### config.mk
export PLATFORM = sky130hd
export DESIGN_NAME = ring_deque_with_search
export DESIGN_NICKNAME = d
export VERILOG_FILES = /design/src/design/rds_pkg.sv /design/src/design/rds_ctrl.sv /design/src/design/rds_dp.sv /design/src/design/ring_deque_with_search.sv
export VERILOG_INCLUDE_DIRS = /design/src /design/src/design
export SDC_FILE = /design/constraint.sdc
export NUM_CORES = 2
export LEC_CHECK = 0
export ABC_AREA = 1
export BUFFER_PORTS_ARGS = -buffer_cell sky130_fd_sc_hd__buf_2
export CAP_MARGIN = 20
export CORE_UTILIZATION = 35
export DETAILED_ROUTE_END_ITERATION = 12
export PLACE_DENSITY = 0.51
export SYNTH_ARGS = -nofsm -noshare
export SYNTH_HDL_FRONTEND = slang
export SYNTH_SLANG_ARGS = --single-unit
export TNS_END_PERCENT = 20
### constraint.sdc
create_clock -name clk -period 4.4 [get_ports clk]
set_input_delay 0.88 -clock clk [delete_from_list [all_inputs] [get_ports clk]]
set_output_delay 0.88 -clock clk [all_outputs]
set_load 0.03 [all_outputs]
### src/design/ring_deque_with_search_macros.svh
// Assertion macros for the ring deque block.
// Taken in by the top level only; needs no package.
`ifndef RING_DEQUE_WITH_SEARCH_MACROS_SVH
`define RING_DEQUE_WITH_SEARCH_MACROS_SVH

`ifndef NO_ASSERTIONS

// Same-cycle implication, quiet during reset
`define RDS_CHECK_IMPLY(label, clk, rst, ante, cons) \
  label: assert property (@(posedge clk) disable iff (rst) (ante) |-> (cons)) \
    else $error("ring deque check failed: same-cycle rule");

// Next-cycle implication, quiet during reset
`define RDS_CHECK_NEXT(label, clk, rst, ante, cons) \
  label: assert property (@(posedge clk) disable iff (rst) (ante) |=> (cons)) \
    else $error("ring deque check failed: next-cycle rule");

`else

`define RDS_CHECK_IMPLY(label, clk, rst, ante, cons)
`define RDS_CHECK_NEXT(label, clk, rst, ante, cons)

`endif

`endif

### src/design/rds_pkg.sv
// Shared types and codes for the ring deque block.
// No dependencies; used by rds_ctrl, rds_dp, ring_deque_with_search and tb_top.
package rds_pkg;

  localparam int VALUE_BITS  = 32;
  localparam int ACTION_BITS = 3;
  localparam int STATUS_BITS = 2;

  typedef logic [ACTION_BITS-1:0] action_t;
  typedef logic [STATUS_BITS-1:0] status_t;

  // Action codes carried in each input word
  localparam action_t ACT_PUSH_FRONT = 3'd0;
  localparam action_t ACT_PUSH_BACK  = 3'd1;
  localparam action_t ACT_POP_FRONT  = 3'd2;
  localparam action_t ACT_POP_BACK   = 3'd3;
  localparam action_t ACT_SEARCH     = 3'd4;

  // Result status codes
  localparam status_t ST_OK    = 2'd0;
  localparam status_t ST_FULL  = 2'd1;
  localparam status_t ST_EMPTY = 2'd2;
  localparam status_t ST_MISS  = 2'd3;

  // Controller states
  typedef enum logic [1:0] {
    S_IDLE,
    S_EXEC,
    S_SCAN,
    S_OUT
  } state_t;

  // Controller to datapath commands
  typedef struct packed {
    logic load;   // capture the incoming word
    logic exec;   // apply the captured action
    logic scan;   // advance the search by one step
  } cmd_t;

  // Datapath to controller status
  typedef struct packed {
    logic need_scan;  // captured action is a search over a non-empty store
    logic scan_done;  // search has found a match or run past the back
  } sts_t;

endpackage

### src/design/rds_ctrl.sv
// Controller state machine for the ring deque block.
// Depends on rds_pkg for the state, command and status types.
module rds_ctrl (
  input  logic          clk,
  input  logic          rst,
  input  logic          in_valid,
  output logic          in_stall,
  output logic          out_valid,
  input  logic          out_stall,
  output rds_pkg::cmd_t cmd,
  input  rds_pkg::sts_t sts
);
  import rds_pkg::*;

  state_t state, state_next;
  logic   take;

  // Take a new word when idle, or as the waiting result leaves
  assign take = in_valid && !in_stall;

  // Next state
  always_comb begin
    state_next = state;
    unique case (state)
      S_IDLE: begin
        if (in_valid) state_next = S_EXEC;
      end
      S_EXEC: begin
        state_next = sts.need_scan ? S_SCAN : S_OUT;
      end
      S_SCAN: begin
        if (sts.scan_done) state_next = S_OUT;
      end
      S_OUT: begin
        if (!out_stall) state_next = in_valid ? S_EXEC : S_IDLE;
      end
      default: state_next = S_IDLE;
    endcase
  end

  // Outputs
  always_comb begin
    in_stall  = !((state == S_IDLE) || ((state == S_OUT) && !out_stall));
    out_valid = (state == S_OUT);
    cmd.load  = take;
    cmd.exec  = (state == S_EXEC);
    cmd.scan  = (state == S_SCAN);
  end

  // State register
  always_ff @(posedge clk) begin
    if (rst) begin
      state <= S_IDLE;
    end else begin
      state <= state_next;
    end
  end

endmodule

### src/design/rds_dp.sv
// Datapath for the ring deque block: ring memory, front index, count,
// search scan and result registers. Depends on rds_pkg.
module rds_dp #(
  parameter int DEPTH     = 64,
  parameter int DATA_BITS = 32,
  parameter int CW        = $clog2(DEPTH + 1)
) (
  input  logic                                clk,
  input  logic                                rst,
  input  rds_pkg::cmd_t                       cmd,
  output rds_pkg::sts_t                       sts,
  input  rds_pkg::action_t                    action,
  input  logic signed [rds_pkg::VALUE_BITS-1:0] value,
  output rds_pkg::status_t                    status,
  output logic [CW-1:0]                       position,
  output logic [CW-1:0]                       fill
);
  import rds_pkg::*;

  localparam int AW = $clog2(DEPTH);
  localparam logic [CW-1:0] FULL_COUNT = CW'(DEPTH);
  localparam logic [AW-1:0] LAST_INDEX = AW'(DEPTH - 1);

  // Ring memory
  logic [DATA_BITS-1:0] mem [DEPTH];
  logic [DATA_BITS-1:0] rd_data;

  // Control state
  logic [AW-1:0] front, front_next;
  logic [CW-1:0] count, count_next;
  logic [CW-1:0] scan_idx;
  logic          cmp_valid;

  // Captured word and scan payload
  action_t              act;
  logic [DATA_BITS-1:0] key;
  logic [CW-1:0]        cmp_pos;

  // Result registers
  status_t       res_status;
  logic [CW-1:0] res_pos;
  logic [CW-1:0] res_fill;

  logic          is_full, is_empty;
  logic [AW-1:0] front_dec, front_inc, back_addr, rd_addr, wr_addr;
  logic          wr_en, issue, hit, miss;
  status_t       exec_status;

  // Index base plus offset, folded once into the ring
  function automatic logic [AW-1:0] wrap_add(logic [AW-1:0] base, logic [CW-1:0] off);
    logic [CW:0] s;
    s = (CW+1)'(base) + (CW+1)'(off);
    if (s >= (CW+1)'(DEPTH)) s = s - (CW+1)'(DEPTH);
    return s[AW-1:0];
  endfunction

  // Ring addressing
  assign is_full   = (count == FULL_COUNT);
  assign is_empty  = (count == '0);
  assign front_dec = (front == '0) ? LAST_INDEX : front - 1'b1;
  assign front_inc = wrap_add(front, CW'(1));
  assign back_addr = wrap_add(front, count);
  assign rd_addr   = wrap_add(front, scan_idx);

  // Apply the captured action
  always_comb begin
    front_next  = front;
    count_next  = count;
    wr_en       = 1'b0;
    wr_addr     = back_addr;
    exec_status = ST_OK;
    unique case (act)
      ACT_PUSH_FRONT: begin
        if (is_full) begin
          exec_status = ST_FULL;
        end else begin
          front_next = front_dec;
          count_next = count + 1'b1;
          wr_en      = cmd.exec;
          wr_addr    = front_dec;
        end
      end
      ACT_PUSH_BACK: begin
        if (is_full) begin
          exec_status = ST_FULL;
        end else begin
          count_next = count + 1'b1;
          wr_en      = cmd.exec;
        end
      end
      ACT_POP_FRONT: begin
        if (is_empty) begin
          exec_status = ST_EMPTY;
        end else begin
          front_next = front_inc;
          count_next = count - 1'b1;
        end
      end
      ACT_POP_BACK: begin
        if (is_empty) begin
          exec_status = ST_EMPTY;
        end else begin
          count_next = count - 1'b1;
        end
      end
      ACT_SEARCH: begin
        if (is_empty) exec_status = ST_EMPTY;
      end
      default: exec_status = ST_OK;
    endcase
  end

  // Scan one element a cycle: read ahead, compare what came back
  assign issue = cmd.scan && (scan_idx != count);
  assign hit   = cmp_valid && (rd_data == key);
  assign miss  = !cmp_valid && (scan_idx == count);

  assign sts.need_scan = (act == ACT_SEARCH) && !is_empty;
  assign sts.scan_done = hit || miss;

  // Control registers
  always_ff @(posedge clk) begin
    if (rst) begin
      front     <= '0;
      count     <= '0;
      scan_idx  <= '0;
      cmp_valid <= 1'b0;
    end else if (cmd.exec) begin
      front     <= front_next;
      count     <= count_next;
      scan_idx  <= '0;
      cmp_valid <= 1'b0;
    end else if (cmd.scan) begin
      if (issue) scan_idx <= scan_idx + 1'b1;
      cmp_valid <= issue;
    end
  end

  // Payload and result registers
  always_ff @(posedge clk) begin
    if (cmd.load) begin
      act <= action;
      key <= DATA_BITS'(value);
    end
    if (issue) cmp_pos <= scan_idx + 1'b1;
    if (cmd.exec) begin
      res_status <= exec_status;
      res_pos    <= '0;
      res_fill   <= count_next;
    end else if (cmd.scan && hit) begin
      res_status <= ST_OK;
      res_pos    <= cmp_pos;
    end else if (cmd.scan && miss) begin
      res_status <= ST_MISS;
      res_pos    <= '0;
    end
  end

  // Memory: one write port, one registered read port
  always_ff @(posedge clk) begin
    if (wr_en) mem[wr_addr] <= key;
    if (issue) rd_data <= mem[rd_addr];
  end

  assign status   = res_status;
  assign position = res_pos;
  assign fill     = res_fill;

endmodule

### src/design/ring_deque_with_search.sv
// Bounded double-ended queue held in a ring memory, with a linear search from
// the front. Every accepted word gives exactly one result word. A push, a pop,
// an unknown action or any action on an empty store offers its result once the
// execute state has applied it. A search offers its result once the scan state
// reaches the first match, or runs past the back element when there is none.
// The single read port of the ring memory delivers one element a cycle while
// the scan runs. One word is in work at a time; the next word is taken in the
// cycle the waiting result leaves. The memory needs no clearing after reset.
module ring_deque_with_search #(
  parameter int DEPTH     = 64,
  parameter int DATA_BITS = 32
) (
  input  logic                                  clk,
  input  logic                                  rst,
  input  logic                                  in_valid,
  output logic                                  in_stall,
  input  rds_pkg::action_t                      action,
  input  logic signed [rds_pkg::VALUE_BITS-1:0] value,
  output logic                                  out_valid,
  input  logic                                  out_stall,
  output rds_pkg::status_t                      status,
  output logic [$clog2(DEPTH+1)-1:0]            position,
  output logic [$clog2(DEPTH+1)-1:0]            fill
);
  import rds_pkg::*;

  localparam int CW = $clog2(DEPTH + 1);

  cmd_t cmd;
  sts_t sts;

  // Sequencing
  rds_ctrl u_ctrl (
    .clk       (clk),
    .rst       (rst),
    .in_valid  (in_valid),
    .in_stall  (in_stall),
    .out_valid (out_valid),
    .out_stall (out_stall),
    .cmd       (cmd),
    .sts       (sts)
  );

  // Storage, scan and results
  rds_dp #(
    .DEPTH     (DEPTH),
    .DATA_BITS (DATA_BITS),
    .CW        (CW)
  ) u_dp (
    .clk      (clk),
    .rst      (rst),
    .cmd      (cmd),
    .sts      (sts),
    .action   (action),
    .value    (value),
    .status   (status),
    .position (position),
    .fill     (fill)
  );

`include "ring_deque_with_search_macros.svh"

  // Result consistency checks
  `RDS_CHECK_IMPLY(a_fill_range, clk, rst, out_valid, fill <= CW'(DEPTH))
  `RDS_CHECK_IMPLY(a_full_fill, clk, rst, out_valid && (status == ST_FULL), fill == CW'(DEPTH))
  `RDS_CHECK_IMPLY(a_empty_fill, clk, rst, out_valid && (status == ST_EMPTY), fill == '0)
  `RDS_CHECK_IMPLY(a_pos_ok, clk, rst, out_valid && (position != '0), (status == ST_OK) && (position <= fill))
  `RDS_CHECK_NEXT(a_no_early_result, clk, rst, in_valid && !in_stall, !out_valid)

endmodule

==> results.sh <==
export IMPL_synth_async_reset_ratio_pct=0
export IMPL_max_freq_ghz=0.2402
export IMPL_drtIter0Drc=6558
export IMPL_hold_depth=1
export IMPL_synthesis_nets=7090
export IMPL_r2r_worst_path_cells=13
export IMPL_final_setup_skew_ps=43.41
export IMPL_layout_common_cells="edfxtp_1 (2131), nor2_1 (1087), o21ai_0 (1075)"
export IMPL_global_route_usage_over_all_layers_pct=21.55
export IMPL_final_min_period_over_clock_period_pct=94.61
export IMPL_final_setup_viol_count=0
export IMPL_combPwrFrac_pct=27.7
export IMPL_power_per_cell_area_nw_per_um2=588.2
export IMPL_sw_share_pct=34.53
export IMPL_worst_setup_path_type="reg2reg"
export IMPL_endpoint_kind="register"
export IMPL_grt_pass1_vias=54390
export IMPL_flip_flop_and_latch_area_um2=64590
export IMPL_drt_pre_antenna_iters=10
export IMPL_power_report_internal_total_mw=38.55
export IMPL_yosys_warnings=0
export IMPL_yosys_cell_types_count=50
export IMPL_rsz_0062_raised_after_global_routing="no"
export IMPL_footprint_of_the_multi_input_gates_um2=19880
export IMPL_drt_drc_violations_left=2
export IMPL_count_of_final_hold_check_violations=0
export IMPL_start_util_pct=35.18
export IMPL_worstReg2RegStart="u_dp.front[0]"
export IMPL_synthMuxAreaShare_pct=0
export IMPL_vias=56915
export IMPL_whs_endpoint="u_dp.key[23]"
export IMPL_power_mw=58.88
export IMPL_htree_levels=4
export IMPL_critical_path_arrival_ps=4890
export IMPL_rr_endpoint="u_dp.rd_data[28]"
export IMPL_area_delta_synth_final_pct=14.55
export IMPL_cp_max_fo=78
export IMPL_antenna_left=0
export IMPL_period_minus_slack_ps=4163
export IMPL_die_area_um2=251700
export IMPL_port_buffers=56
export IMPL_design_core_area_um2=248400
export IMPL_post_route_cells_drive_above_1_share_pct=10.69
export IMPL_fp_row_count=183
export IMPL_cts_made_buffers=222
export IMPL_cts_root_buffer="clkbuf_16"
export IMPL_synth_enable_flop_cells=2131
export IMPL_vias_per_cell=5.344
export IMPL_layout_commonest_cell="edfxtp_1"
export IMPL_synth_compound_gate_area_share_pct=11.45
export IMPL_r2r_setup_slack_ps=240
export IMPL_gr_total_overflow=0
export IMPL_worst_slew_pin_transition_ps=1109
export IMPL_final_cells=10650
export IMPL_synth_seq_area_share_pct=73.91
export IMPL_wirelength_mm=276.0
export IMPL_grt_first_pass_wirelength_mm=391.3
export IMPL_antenna_found_initial=21
export IMPL_synthesis_area_um2=87400
export IMPL_cts_tree="built"
export IMPL_synth_top_family_by_area="compound AO/OA/AOI/OAI gates"
export IMPL_design_portCount=57
export IMPL_postSynthAreaPerCell_um2=12.44
export IMPL_violations="DRC"
export IMPL_largest_net_degree_at_the_start_of_global_routing=137
export IMPL_p_leak_nw=33.69
export IMPL_clock_path_buffers=3
export IMPL_max_slew_margin_rel_pct=26.05
export IMPL_synth_ff_latch_count=2161
export IMPL_cp_start_kind="register"
export IMPL_dp_cells=10233
export IMPL_synth_main_ff_cell="edfxtp_1"
export IMPL_timing_max_cap_violations=0
export IMPL_gp_routability_congestion=0.8718
export IMPL_floorplan_die_height_um=501.7
export IMPL_clock_power_share_pct=31.1
export IMPL_run_status="complete, but fails checks"
export IMPL_worstHoldStart="value[23]"
export IMPL_xor_xnor_portion_of_the_synthesized_cell_area_pct=0.4495
export IMPL_layout_nets=7196
export IMPL_ctsHoldBuffers=0
export IMPL_num_fill_cells=23370
export IMPL_dpl_hpwl_mm=156.6
export IMPL_clock_insertion_delay_worst_skew_ps=880
export IMPL_total_switching_power_mw=20.33
export IMPL_required_ps=5130
export IMPL_synth_adder_area_share_pct=0.3608
export IMPL_report_final_slew_viol_count=0
export IMPL_timing_hold_worst_class="in2reg"
export IMPL_simple_logic_cell_fraction_of_the_synthesized_area_pct=9.818
export IMPL_clock_sink_count=2161
export IMPL_clk_pin_slew_ps=60
export IMPL_sequential_share_of_power_pct=41.2
export IMPL_routed_wire_length_per_instance_um=25.92
export IMPL_floorplan_die_width_um=501.7
export IMPL_postSynthCellCount=7027
export IMPL_power_ir_vdd_worst_uv=439.2
cell usage after synthesis, types with 19 or more instances:
library cell / instances / area, um^2
o21ai_1: 228 / 1141
buf_4: 46 / 345.3
buf_2: 116 / 580.6
clkbuf_1: 260 / 975.9
edfxtp_1: 2131 / 63990
xnor2_1: 19 / 166.4
xor2_1: 24 / 210.2
o22ai_1: 518 / 3241
nand2_1: 673 / 2526
o21ai_0: 1075 / 5380
ha_1: 22 / 275.3
dfxtp_1: 30 / 600.6
inv_1: 344 / 1291
nor2_1: 1152 / 4324
a21oi_1: 21 / 105.1
nand3_1: 242 / 1211
routing by layer:
metal	GRT usage, %	wire [um]	vias up
met5	0	18	-
met3	5.055	24590	419
met2	33.54	125700	2180
li1	-	-	25630
met4	8.377	10850	4
met1	29.06	114900	28682
cell families after synthesis:
group | Yosys count
AO/OA/AOI/OAI | 1856
buffers and inverters | 812
AND/OR/NAND/NOR | 2130
flip-flops | 2161
adder cells (fa/ha/maj) | 24
XOR/XNOR | 44
flip-flops by register name, summed over array words and instances, names as in the netlist:
name	cells
u_dp.mem	2048
u_dp.key	32
u_dp.rd_data	32
u_dp.cmp_pos	7
u_dp.count	7
u_dp.fill	7
u_dp.position	7
u_dp.scan_idx	7
u_dp.front	6
u_dp.act	3
u_ctrl.state	2
u_dp.status	2
u_dp.cmp_valid	1
per-stage QoR:
step	util (%)	hold WS, ps	setup TNS, ps	area [um^2]	worst slack [ps]
after floorplan	-	449.5	0	87400	825.0
after global placement	37.42	456.8	-193.9	92950	-98.88
after detailed placement	37.42	458.9	-306.0	92970	-92.91
after CTS	40.25	128.6	-281.5	100000	-132.0
after global routing	40.30	148.8	0	100100	7.443
final	40.30	179.2	0	100100	237.0
timing repair:
item,CTS,global route
cloned,0,0
pin swaps,0,1
setup buffers,0,4
setup endpoints to repair,6,8
gates resized for setup,2,5
worst max path at each step:
stage | start | end | cells after the start
2_1_floorplan | u_dp.front[0] | u_dp.mem[0][0] | 9
3_3_place_gp | u_dp.front[0] | u_dp.rd_data[20] | 12
3_5_place_dp | u_dp.front[0] | u_dp.rd_data[28] | 13
4_1_cts | u_dp.front[0] | u_dp.rd_data[20] | 12
5_1_grt | u_dp.front[0] | u_dp.rd_data[28] | 13
6_report | u_dp.front[0] | u_dp.rd_data[28] | 13
power by group through the flow:
| stage | Combinational [mW] | Sequential [mW] | Clock (mW) |
|---|---|---|---|
| 2_1_floorplan | 8.71 | 25.1 | 0 |
| 3_3_place_gp | 16.1 | 24.7 | 0 |
| 3_5_place_dp | 16.2 | 24.7 | 0 |
| 4_1_cts | 16.3 | 24.2 | 18.6 |
| 5_1_grt | 17.6 | 24.2 | 19.4 |
| 6_report | 16.3 | 24.2 | 18.3 |
worst max-delay path, stage by stage, from the launching register on:
cell and delay, ps:
dfxtp_1 510, ha_4 200, fa_4 770, inv_8 270
buf_12 320, buf_4 300, o21ai_0 110, o22ai_1 150
nand2_1 120, o21ai_1 150, nand2_1 190, nand3_1 390
nand3_2 330, nand2_1 160
layout make-up:
class	instances	area share [%]
diodes	2	0.004999
well taps	3330	4.162
flip-flops and latches	2161	64.52
clock inverters	131	1.121
repair buffers	335	3.055
multi-input cells	4054	19.86
inverters	359	1.387
clock buffers	278	5.892
No activity file was read; power rests on OpenSTA's default activity.
